[config.mk]
export PLATFORM = sky130hd
export DESIGN_NAME = mqtt_publish_framer_unit_flat
export DESIGN_NICKNAME = d
export VERILOG_FILES = /design/src/rtl/mpf_pkg.sv /design/src/rtl/mpf_req_if.sv /design/src/rtl/mpf_rsp_if.sv /design/src/rtl/mpf_front.sv /design/src/rtl/mpf_cmd_fifo.sv /design/src/rtl/mpf_back.sv /design/src/rtl/mqtt_publish_framer_unit.sv /design/src/flat_wrapper.sv
export VERILOG_INCLUDE_DIRS = /design/src /design/src/rtl
export SDC_FILE = /design/constraint.sdc
export NUM_CORES = 1
export LEC_CHECK = 0
export BUFFER_PORTS_ARGS = -buffer_cell sky130_fd_sc_hd__buf_2
export CAP_MARGIN = 30
export CORE_ASPECT_RATIO = 1.4
export CORE_MARGIN = 8
export CORE_UTILIZATION = 55
export CTS_BUF_LIST = sky130_fd_sc_hd__clkbuf_8
export CTS_CLUSTER_SIZE = 10
export DETAILED_ROUTE_END_ITERATION = 10
export PLACE_DENSITY = 0.79
export SLEW_MARGIN = 20
export SYNTH_ARGS = -nofsm -noshare
export SYNTH_HDL_FRONTEND = slang
export SYNTH_SLANG_ARGS = --single-unit
[constraint.sdc]
create_clock -name clock -period 11 [get_ports clock]
set_clock_uncertainty 0.05 [all_clocks]
set_input_delay 2.2 -clock clock [delete_from_list [all_inputs] [get_ports clock]]
set_output_delay 2.2 -clock clock [all_outputs]
set_load 0.005 [all_outputs]
[src/rtl/mqtt_publish_framer_unit_assert.svh]
// Assertion macros shared by the framer RTL files.
// Included by files that check their own logic; no other dependencies.
`ifndef MQTT_PUBLISH_FRAMER_UNIT_ASSERT_SVH
`define MQTT_PUBLISH_FRAMER_UNIT_ASSERT_SVH
`ifndef SYNTH
`define MPF_ASSERT_NEVER(name, clk, rst, cond) \
   name: assert property (@(posedge clk) disable iff (rst) !(cond)) \
      else $error("mpf check failed: condition must never hold");
`define MPF_ASSERT_IMPLIES(name, clk, rst, ante, cons) \
   name: assert property (@(posedge clk) disable iff (rst) (ante) |-> (cons)) \
      else $error("mpf check failed: implication violated");
`else
`define MPF_ASSERT_NEVER(name, clk, rst, cond)
`define MPF_ASSERT_IMPLIES(name, clk, rst, ante, cons)
`endif
`endif

[src/rtl/mpf_pkg.sv]
// Types and constants of the MQTT PUBLISH framer.
// No dependencies; used by all framer modules.
package mpf_pkg;

   typedef enum logic [1:0] {
      CMD_START,
      CMD_DATA,
      CMD_REJECT,
      CMD_NOOPEN
   } cmd_kind_type;

   localparam logic REQ_START = 1'b0;
   localparam logic REQ_DATA  = 1'b1;

   localparam logic [1:0] ST_OK         = 2'd0;
   localparam logic [1:0] ST_TOO_LONG   = 2'd1;
   localparam logic [1:0] ST_NO_PACKET  = 2'd2;

   localparam logic [7:0] HDR_PUBLISH = 8'h30;
   localparam logic [1:0] QOS_MASK    = 2'h3;
   localparam logic       VAR_MORE    = 1'b1;

   // One queued command: everything the back end needs to emit its bytes.
   typedef struct packed {
      cmd_kind_type kind;
      logic [1:0]   qos;
      logic [27:0]  rem;
      logic [2:0]   nrem;
      logic [15:0]  tlen;
      logic [7:0]   data;
      logic         with_pid;
      logic [15:0]  pid;
      logic         fin;
      logic [3:0]   cnt;
   } cmd_type;

   typedef struct packed {
      logic full;
      logic empty;
   } q_flags_type;

endpackage

[src/rtl/mpf_req_if.sv]
// Request channel of the framer: valid/ready plus start or data payload.
// Depends on nothing.
interface mpf_req_if;
   logic        valid;
   logic        ready;
   logic        req_type;
   logic [1:0]  qos;
   logic [15:0] topic_len;
   logic [27:0] body_len;
   logic [7:0]  data_byte;

   modport source (output valid, req_type, qos, topic_len, body_len, data_byte,
                   input ready);
   modport sink   (input valid, req_type, qos, topic_len, body_len, data_byte,
                   output ready);
endinterface

[src/rtl/mpf_rsp_if.sv]
// Response channel of the framer: valid/ready plus one framed byte.
// Depends on nothing.
interface mpf_rsp_if;
   logic       valid;
   logic       ready;
   logic [7:0] out_byte;
   logic       last;
   logic [1:0] status;

   modport source (output valid, out_byte, last, status, input ready);
   modport sink   (input valid, out_byte, last, status, output ready);
endinterface

[src/rtl/mpf_front.sv]
// Front end: accepts requests, tracks the open packet and builds commands.
// Depends on mpf_pkg, mpf_req_if and the assertion header.
`include "mqtt_publish_framer_unit_assert.svh"
module mpf_front (
   input  logic                clock,
   input  logic                reset,
   mpf_req_if.sink             req,
   input  mpf_pkg::q_flags_type q_flags,
   output logic                push,
   output mpf_pkg::cmd_type    cmd
);
   import mpf_pkg::*;

   typedef enum logic [1:0] {
      PH_IDLE,
      PH_TOPIC,
      PH_PAYLOAD
   } phase_type;

   phase_type   phase_ff, phase_in;
   logic [15:0] topic_left_ff, topic_left_in;
   logic [27:0] payload_left_ff, payload_left_in;
   logic [1:0]  held_qos_ff, held_qos_in;
   logic [15:0] packet_id_ff, packet_id_in;

   logic [28:0] rem_sum;
   logic [2:0]  rem_groups;

   assign req.ready = !q_flags.full;
   assign push      = req.valid && req.ready;

   always_comb begin
      rem_sum = 29'(req.topic_len) + 29'(req.body_len) + 29'd2
              + ((req.qos != 2'd0) ? 29'd2 : 29'd0);
      if (rem_sum[27:21] != 7'd0) begin
         rem_groups = 3'd4;
      end else if (rem_sum[20:14] != 7'd0) begin
         rem_groups = 3'd3;
      end else if (rem_sum[13:7] != 7'd0) begin
         rem_groups = 3'd2;
      end else begin
         rem_groups = 3'd1;
      end
   end

   always_comb begin
      phase_in        = phase_ff;
      topic_left_in   = topic_left_ff;
      payload_left_in = payload_left_ff;
      held_qos_in     = held_qos_ff;
      packet_id_in    = packet_id_ff;

      cmd.kind     = CMD_NOOPEN;
      cmd.qos      = req.qos & QOS_MASK;
      cmd.rem      = rem_sum[27:0];
      cmd.nrem     = rem_groups;
      cmd.tlen     = req.topic_len;
      cmd.data     = req.data_byte;
      cmd.with_pid = 1'b0;
      cmd.pid      = packet_id_ff;
      cmd.fin      = 1'b0;
      cmd.cnt      = 4'd1;

      if (push) begin
         if (req.req_type == REQ_START) begin
            // a new start abandons any open packet
            phase_in = PH_IDLE;
            if (rem_sum[28]) begin
               cmd.kind = CMD_REJECT;
            end else begin
               held_qos_in     = req.qos;
               topic_left_in   = req.topic_len;
               payload_left_in = req.body_len;
               cmd.kind        = CMD_START;
               cmd.with_pid    = (req.topic_len == 16'd0) && (req.qos != 2'd0);
               cmd.fin         = (req.topic_len == 16'd0) && (req.body_len == 28'd0);
               cmd.cnt         = 4'd3 + 4'(rem_groups) + (cmd.with_pid ? 4'd2 : 4'd0);
               if (cmd.with_pid) begin
                  packet_id_in = packet_id_ff + 16'd1;
               end
               if (req.topic_len != 16'd0) begin
                  phase_in = PH_TOPIC;
               end else if (req.body_len != 28'd0) begin
                  phase_in = PH_PAYLOAD;
               end
            end
         end else begin
            case (phase_ff)
               PH_TOPIC: begin
                  cmd.kind      = CMD_DATA;
                  topic_left_in = topic_left_ff - 16'd1;
                  if (topic_left_ff == 16'd1) begin
                     cmd.with_pid = (held_qos_ff != 2'd0);
                     cmd.fin      = (payload_left_ff == 28'd0);
                     cmd.cnt      = cmd.with_pid ? 4'd3 : 4'd1;
                     if (cmd.with_pid) begin
                        packet_id_in = packet_id_ff + 16'd1;
                     end
                     phase_in = cmd.fin ? PH_IDLE : PH_PAYLOAD;
                  end
               end
               PH_PAYLOAD: begin
                  cmd.kind        = CMD_DATA;
                  payload_left_in = payload_left_ff - 28'd1;
                  if (payload_left_ff == 28'd1) begin
                     cmd.fin  = 1'b1;
                     phase_in = PH_IDLE;
                  end
               end
               default: begin
                  cmd.kind = CMD_NOOPEN;
               end
            endcase
         end
      end
   end

   always_ff @(posedge clock) begin
      if (reset) begin
         phase_ff        <= PH_IDLE;
         topic_left_ff   <= '0;
         payload_left_ff <= '0;
         held_qos_ff     <= '0;
         packet_id_ff    <= 16'd1;
      end else begin
         phase_ff        <= phase_in;
         topic_left_ff   <= topic_left_in;
         payload_left_ff <= payload_left_in;
         held_qos_ff     <= held_qos_in;
         packet_id_ff    <= packet_id_in;
      end
   end

   `MPF_ASSERT_IMPLIES(a_topic_left_live, clock, reset, phase_ff == PH_TOPIC, topic_left_ff != 16'd0)
   `MPF_ASSERT_IMPLIES(a_payload_left_live, clock, reset, phase_ff == PH_PAYLOAD, payload_left_ff != 28'd0)

endmodule

[src/rtl/mpf_cmd_fifo.sv]
// Short command queue between the front and back ends.
// Depends on mpf_pkg and the assertion header.
`include "mqtt_publish_framer_unit_assert.svh"
module mpf_cmd_fifo #(
   parameter int DEPTH = 4
) (
   input  logic                 clock,
   input  logic                 reset,
   input  logic                 push,
   input  mpf_pkg::cmd_type     push_cmd,
   input  logic                 pop,
   output mpf_pkg::cmd_type     head,
   output mpf_pkg::q_flags_type q_flags
);
   import mpf_pkg::*;

   localparam int PW = (DEPTH > 1) ? $clog2(DEPTH) : 1;
   localparam int CW = $clog2(DEPTH + 1);

   cmd_type       entry_ff [DEPTH];
   logic [PW-1:0] wr_ptr_ff, wr_ptr_in;
   logic [PW-1:0] rd_ptr_ff, rd_ptr_in;
   logic [CW-1:0] count_ff, count_in;

   assign head          = entry_ff[rd_ptr_ff];
   assign q_flags.full  = (count_ff == CW'(DEPTH));
   assign q_flags.empty = (count_ff == '0);

   always_comb begin
      wr_ptr_in = wr_ptr_ff;
      rd_ptr_in = rd_ptr_ff;
      count_in  = count_ff;
      if (push) begin
         wr_ptr_in = (wr_ptr_ff == PW'(DEPTH - 1)) ? '0 : wr_ptr_ff + 1'b1;
      end
      if (pop) begin
         rd_ptr_in = (rd_ptr_ff == PW'(DEPTH - 1)) ? '0 : rd_ptr_ff + 1'b1;
      end
      if (push && !pop) begin
         count_in = count_ff + 1'b1;
      end else if (pop && !push) begin
         count_in = count_ff - 1'b1;
      end
   end

   always_ff @(posedge clock) begin
      if (reset) begin
         wr_ptr_ff <= '0;
         rd_ptr_ff <= '0;
         count_ff  <= '0;
      end else begin
         wr_ptr_ff <= wr_ptr_in;
         rd_ptr_ff <= rd_ptr_in;
         count_ff  <= count_in;
      end
   end

   always_ff @(posedge clock) begin
      if (push) begin
         entry_ff[wr_ptr_ff] <= push_cmd;
      end
   end

   `MPF_ASSERT_NEVER(a_no_push_full, clock, reset, push && q_flags.full && !pop)
   `MPF_ASSERT_NEVER(a_no_pop_empty, clock, reset, pop && q_flags.empty)

endmodule

[src/rtl/mpf_back.sv]
// Back end: expands queued commands into framed bytes, one per cycle while rsp is ready.
// Depends on mpf_pkg, mpf_rsp_if and the assertion header.
`include "mqtt_publish_framer_unit_assert.svh"
module mpf_back (
   input  logic                 clock,
   input  logic                 reset,
   input  mpf_pkg::cmd_type     head,
   input  mpf_pkg::q_flags_type q_flags,
   output logic                 pop,
   mpf_rsp_if.source            rsp
);
   import mpf_pkg::*;

   cmd_type    cur_ff, cur_in;
   logic       cur_valid_ff, cur_valid_in;
   logic [3:0] step_ff, step_in;
   logic       rsp_valid_ff, rsp_valid_in;
   logic [7:0] out_byte_ff, out_byte_in;
   logic       last_ff, last_in;
   logic [1:0] status_ff, status_in;

   logic       advance;
   logic       final_step;
   logic [3:0] nrem_ext;
   logic [6:0] group_bits;
   logic [7:0] sel_byte;
   logic [1:0] sel_status;

   assign advance    = cur_valid_ff && (!rsp_valid_ff || rsp.ready);
   assign final_step = (step_ff == cur_ff.cnt - 4'd1);
   assign pop        = !q_flags.empty && (!cur_valid_ff || (advance && final_step));
   assign nrem_ext   = {1'b0, cur_ff.nrem};

   assign rsp.valid    = rsp_valid_ff;
   assign rsp.out_byte = out_byte_ff;
   assign rsp.last     = last_ff;
   assign rsp.status   = status_ff;

   // pick the 7-bit group of the remaining length for this step
   always_comb begin
      case (step_ff[1:0])
         2'd1:    group_bits = cur_ff.rem[6:0];
         2'd2:    group_bits = cur_ff.rem[13:7];
         2'd3:    group_bits = cur_ff.rem[20:14];
         default: group_bits = cur_ff.rem[27:21];
      endcase
   end

   always_comb begin
      sel_byte   = 8'h00;
      sel_status = ST_OK;
      case (cur_ff.kind)
         CMD_START: begin
            if (step_ff == 4'd0) begin
               sel_byte = HDR_PUBLISH | {5'd0, cur_ff.qos, 1'b0};
            end else if (step_ff <= nrem_ext) begin
               sel_byte = {(step_ff < nrem_ext) ? VAR_MORE : 1'b0, group_bits};
            end else if (step_ff == nrem_ext + 4'd1) begin
               sel_byte = cur_ff.tlen[15:8];
            end else if (step_ff == nrem_ext + 4'd2) begin
               sel_byte = cur_ff.tlen[7:0];
            end else if (step_ff == nrem_ext + 4'd3) begin
               sel_byte = cur_ff.pid[15:8];
            end else begin
               sel_byte = cur_ff.pid[7:0];
            end
         end
         CMD_DATA: begin
            if (step_ff == 4'd0) begin
               sel_byte = cur_ff.data;
            end else if (step_ff == 4'd1) begin
               sel_byte = cur_ff.pid[15:8];
            end else begin
               sel_byte = cur_ff.pid[7:0];
            end
         end
         CMD_REJECT: begin
            sel_status = ST_TOO_LONG;
         end
         default: begin
            sel_status = ST_NO_PACKET;
         end
      endcase
   end

   always_comb begin
      cur_in       = cur_ff;
      cur_valid_in = cur_valid_ff;
      step_in      = step_ff;
      rsp_valid_in = rsp_valid_ff;
      out_byte_in  = out_byte_ff;
      last_in      = last_ff;
      status_in    = status_ff;

      if (rsp.ready) begin
         rsp_valid_in = 1'b0;
      end
      if (advance) begin
         rsp_valid_in = 1'b1;
         out_byte_in  = sel_byte;
         last_in      = cur_ff.fin && final_step;
         status_in    = sel_status;
         if (final_step) begin
            step_in      = 4'd0;
            cur_valid_in = pop;
         end else begin
            step_in = step_ff + 4'd1;
         end
      end else if (!cur_valid_ff) begin
         step_in      = 4'd0;
         cur_valid_in = pop;
      end
      if (pop) begin
         cur_in = head;
      end
   end

   always_ff @(posedge clock) begin
      if (reset) begin
         cur_valid_ff <= 1'b0;
         step_ff      <= '0;
         rsp_valid_ff <= 1'b0;
      end else begin
         cur_valid_ff <= cur_valid_in;
         step_ff      <= step_in;
         rsp_valid_ff <= rsp_valid_in;
      end
      cur_ff      <= cur_in;
      out_byte_ff <= out_byte_in;
      last_ff     <= last_in;
      status_ff   <= status_in;
   end

   `MPF_ASSERT_NEVER(a_step_in_range, clock, reset, cur_valid_ff && (step_ff >= cur_ff.cnt))
   `MPF_ASSERT_IMPLIES(a_status_not_last, clock, reset, rsp_valid_ff && (status_ff != ST_OK), !last_ff)

endmodule

[src/rtl/mqtt_publish_framer_unit.sv]
// MQTT PUBLISH framer: request channel in, framed byte stream out.
// A start request (req_type 0) carries qos, topic_len and body_len; the
// block answers with the fixed header, 1 to 4 remaining-length bytes and the
// two topic-length bytes (plus the packet identifier when the topic is empty
// and qos is nonzero). Data requests (req_type 1) pass one topic or payload
// byte; the last topic byte is followed by the packet identifier when qos is
// nonzero. The final byte of a packet has last set. A too-long start gives
// one byte with status 1; a data byte with no open packet gives status 2.
// An accepted request passes through the command queue and the back end's
// current-command register before its bytes are registered onto rsp.
// Throughput: one byte per cycle on rsp while rsp is ready and commands are
// queued; data requests are accepted one per cycle while the queue is not
// full, and the command queue (QUEUE_DEPTH entries) absorbs further requests
// while the back end emits the bytes of earlier commands.
// Reset clears the open packet, the queue and the output valid flag, and sets
// the packet identifier to 1. When rsp stalls, the output byte holds, the
// queue fills, and req_chan.ready drops once the queue is full.
module mqtt_publish_framer_unit #(
   parameter int QUEUE_DEPTH = 4
) (
   input logic        clock,
   input logic        reset,
   mpf_req_if.sink    req_chan,
   mpf_rsp_if.source  rsp_chan
);
   import mpf_pkg::*;

   logic        push;
   logic        pop;
   cmd_type     push_cmd;
   cmd_type     head;
   q_flags_type q_flags;

   mpf_front u_front (
      .clock   (clock),
      .reset   (reset),
      .req     (req_chan),
      .q_flags (q_flags),
      .push    (push),
      .cmd     (push_cmd)
   );

   mpf_cmd_fifo #(
      .DEPTH (QUEUE_DEPTH)
   ) u_queue (
      .clock    (clock),
      .reset    (reset),
      .push     (push),
      .push_cmd (push_cmd),
      .pop      (pop),
      .head     (head),
      .q_flags  (q_flags)
   );

   mpf_back u_back (
      .clock   (clock),
      .reset   (reset),
      .head    (head),
      .q_flags (q_flags),
      .pop     (pop),
      .rsp     (rsp_chan)
   );

endmodule
[src/flat_wrapper.sv]
// flat-port wrapper written by rule: the top's interface ports become plain ports
module mqtt_publish_framer_unit_flat import mpf_pkg::*;
#(
   parameter int QUEUE_DEPTH = 4
)
  (clock, reset, req_chan_valid, req_chan_req_type, req_chan_qos, req_chan_topic_len, req_chan_body_len, req_chan_data_byte, req_chan_ready, rsp_chan_valid, rsp_chan_out_byte, rsp_chan_last, rsp_chan_status, rsp_chan_ready);
  mpf_req_if req_chan_i ();
  mpf_rsp_if rsp_chan_i ();
  input logic clock;
  input logic reset;
  input wire logic [$bits(req_chan_i.valid)-1:0] req_chan_valid;
  input wire logic [$bits(req_chan_i.req_type)-1:0] req_chan_req_type;
  input wire logic [$bits(req_chan_i.qos)-1:0] req_chan_qos;
  input wire logic [$bits(req_chan_i.topic_len)-1:0] req_chan_topic_len;
  input wire logic [$bits(req_chan_i.body_len)-1:0] req_chan_body_len;
  input wire logic [$bits(req_chan_i.data_byte)-1:0] req_chan_data_byte;
  output wire logic [$bits(req_chan_i.ready)-1:0] req_chan_ready;
  output wire logic [$bits(rsp_chan_i.valid)-1:0] rsp_chan_valid;
  output wire logic [$bits(rsp_chan_i.out_byte)-1:0] rsp_chan_out_byte;
  output wire logic [$bits(rsp_chan_i.last)-1:0] rsp_chan_last;
  output wire logic [$bits(rsp_chan_i.status)-1:0] rsp_chan_status;
  input wire logic [$bits(rsp_chan_i.ready)-1:0] rsp_chan_ready;
  assign req_chan_i.valid = req_chan_valid;
  assign req_chan_i.req_type = req_chan_req_type;
  assign req_chan_i.qos = req_chan_qos;
  assign req_chan_i.topic_len = req_chan_topic_len;
  assign req_chan_i.body_len = req_chan_body_len;
  assign req_chan_i.data_byte = req_chan_data_byte;
  assign req_chan_ready = req_chan_i.ready;
  assign rsp_chan_valid = rsp_chan_i.valid;
  assign rsp_chan_out_byte = rsp_chan_i.out_byte;
  assign rsp_chan_last = rsp_chan_i.last;
  assign rsp_chan_status = rsp_chan_i.status;
  assign rsp_chan_i.ready = rsp_chan_ready;
  mqtt_publish_framer_unit #(.QUEUE_DEPTH(QUEUE_DEPTH)) u_core (.clock(clock), .reset(reset), .req_chan(req_chan_i), .rsp_chan(rsp_chan_i));
endmodule
==> impl_results.md <==
- Crit-path cells: buf_2 > nor2_1 > ha_1 > inv_1 > fa_1 > a211oi_2 > o21ai_1 > a211o_1 > a21oi_2 > o211ai_2 > nor4_4 > inv_1 > a31oi_1 > ha_1 > inv_1 > fa_1 > nor2_1
- Final WL: 53700 µm
- Largest net degree at the start of global routing: 81
- Synth top area share: 55.9%
- Worst setup SP type: primary input
- Power density over the cells: 221 mW/mm²
- Multi-input logic area: 0.00772 mm²
- Pre-CTS setup slack: 4360 ps
- Nets: 1798
- Overall global routing resource usage: 23.1%
- Initial antenna violation count: 0
- R2r endpoint: u_core.u_queue.entry_ff[3][4]
- Crit-path leading delay family: compound AO/OA/AOI/OAI gates
- Remaining antenna violation count: 0
- Clk sink count: 488
- First-pass GRT wire length: 81900 µm
- Outcome: complete, no violations
- WS Path Type: in -> reg
- CTS clk-pin slew, worst paths: 60 ps
- Most frequent cell after synthesis: edfxtp_1
- Post-synth top cells: 411 x edfxtp_1, 104 x nand2_1, 95 x a21oi_1, 94 x nor2_1, 80 x mux4_2
- Final min period: 6020 ps
- Layout cells sized above 1: 18.0%
- DR pass1 iterations: 6
- Final worst slack: 4980 ps
- Fmax: 166 MHz
- CP endpoint: u_core.u_queue.entry_ff[0][2]
- EDFF count, synth: 411
- Final Hold Viols: 0
- Placer Congestion: 0.950
- Syn_area_per_cell: 13.9 µm²
- DRC errors left: 0
- CTS buffer count: 72
- Synth cell types: 81
- Worst path max stage delay: 460 ps
- Worst-case clock buffer depth: 3
- Port bufs: 71
- Initial Util: 55.3%
- Row count: 87
- R2R Path Start: u_core.u_front.payload_left_ff[18]
- Arrival time worst endpoint: 6420 ps
- WHS: 428 ps
- Post-CTS sizing: 0
- Post-Synthesis Cells: 1593
- Antenna cells: 0
- Latest clock arrival within the worst-skew pair: 640 ps
- Grt total ovfl: 0
- CTS tree: done
- WP buf/inv: 4
- # fillers: 3030
- Max-Cap Viols: 0
- WL/cell: 23.7 µm
- IO Count: 72
- Drt via density: 6.21
- CTS HTree Levels: 3
- Synth area leader: edfxtp_1
- Worst Setup End Kind: register
- Die ar.: 0.0469 mm²
- Slew headroom: 39.3%
- Synth Cell Area: 0.0221 mm²
- Hold WC Path Type: reg -> reg
- Core area: 0.0399 mm²
- Post-placement cell count: 2132
- Setup TNS after final layout: 0 ps
- Hold Buf Count CTS: 0
- Die height: 253 µm
- Cell count along the critical path: 17
- RSZ-0062 raised after global routing: false
- Seq/Total Area, Yosys: 62.9%
- YS warnings: 0
- Top cells by area, synth: edfxtp_1 56%, mux4_2 8.2%, dfxtp_1 7.0%, ha_1 3.5%, a21oi_1 2.2%
- Core Util, Final: 61.0%
- Syn nets: 1717
- #FFs+latches synth: 488
- Slew Viols, Final: 0
- Slowest cell on the critical path: fa_1
- Number of DRC markers in iteration 0: 1375
- Final period utilization: 54.7%
- Tightest Pin Transition: 910 ps
- Worst-path fanout max: 6
- Register Area: 0.0139 mm²
- Vias in the first global route: 14400
- FF-to-FF path depth: 7
- DR vias: 14000
- Endpoints failing setup: 0
- Crit path top cell by count: inv_1
- Area delta synth->final: 10.4%
- Die Wd: 185 µm
- Post-CTS setup repair buffer count: 0
- Post-Layout Cell Count: 2263
- Root Driver: clkbuf_8
- Leakage: 8.16 nW
- WP data required: 11400 ps
- Most used DFF post-synth: edfxtp_1
- VDD IR max: 0.139 mV
- R2R setup slack: 7750 ps
- Worst Setup SP: req_chan_qos[0]
- Post-synth ARST share: 0%
- Hpwl dp: 36700 µm
==> through the flow <==
stage                     cell area, µm²  power [mW]
after floorplan                    22100        3.56
after global placement             22900        3.95
after detailed placement           23000        4.01
after CTS                          24300        5.41
after global routing               24400        5.62
final                              24400        5.40
==> kinds of logic (layout without fill, tap and decap cells) <==
kind of cell	Yosys count	in the layout	synth area share, %
flip-flops	488	488	62.9
AND/OR/NAND/NOR	429	429	10.3
AO/OA/AOI/OAI	315	315	9.04
buffers and inverters	131	267	2.29
multiplexers	112	112	9.65
adder cells (fa/ha/maj)	65	65	3.78
XOR/XNOR	53	53	2.10
==> registers in the layout (all words and copies together) (netlist names), 3 cells and up <==
name and flops:
u_core.u_front.payload_left_ff 28, u_core.u_front.topic_left_ff 16, u_core.u_queue.entry_ff 320, u_core.u_back.rsp.out_byte 8, u_core.u_back.step_ff 4, u_core.u_queue.count_ff 3
u_core.u_front.packet_id_ff 16, u_core.u_back.cur_ff 80
==> how the worst min path moves through the flow <==
stage                                       start                                 end  slack [ps]  cells after the start
2_1_floorplan  u_core.u_front.payload_left_ff[11]  u_core.u_front.payload_left_ff[11]         390                      2
3_3_place_gp   u_core.u_front.payload_left_ff[11]  u_core.u_front.payload_left_ff[11]         410                      2
3_5_place_dp   u_core.u_front.payload_left_ff[15]  u_core.u_front.payload_left_ff[15]         420                      2
4_1_cts        u_core.u_front.payload_left_ff[15]  u_core.u_front.payload_left_ff[15]         430                      2
5_1_grt        u_core.u_front.payload_left_ff[15]  u_core.u_front.payload_left_ff[15]         460                      2
6_report       u_core.u_front.payload_left_ff[15]  u_core.u_front.payload_left_ff[15]         430                      2
==> layout by cell type (no fill, tap or decap), drive strengths merged, types with 27 or more instances in the layout <==
master  netlist  routed
edfxtp      411     411
nor3         27      27
nand2       104     104
a21oi       100     100
ha           62      62
nor2         94      94
nand3        33      33
clkinv        1      33
mux4         80      80
buf          24      87
inv          50      66
dfxtp        77      77
clkbuf       56      78
o21ai        89      89
xnor2        34      34
==> report_power, final <==
part	internal, mW	switching [mW]
logic	0.564	0.772
clock network	0.710	0.693
registers	2.45	0.207
total	3.72	1.67
==> area by class of cell <==
cell class | count | share of cell area [%]
multi-input combinational | 974 | 31.7
inverter | 51 | 0.791
tap | 534 | 2.74
clock buffer | 78 | 4.41
clock inverter | 51 | 1.23
timing repair buffer | 87 | 2.16
sequential | 488 | 57.0
==> routing by layer <==
| metal | vias up | global-route usage (%) | part of all wire [%] |
|---|---|---|---|
| met5 | - | 0 | 0 |
| met4 | 0 | 12.7 | 5.3 |
| met3 | 176 | 3.93 | 6.2 |
| met2 | 612 | 39.8 | 51 |
| met1 | 6933 | 27.0 | 37 |
| li1 | 6325 | - | - |
==> worst min-delay path: cells and delay by family (launching register included) <==
family             cells  cell delay [ps]
DFF                    1              300
AOI/OAI and AO/OA      2              130
Note: power is estimated with default switching activity, not from simulation.
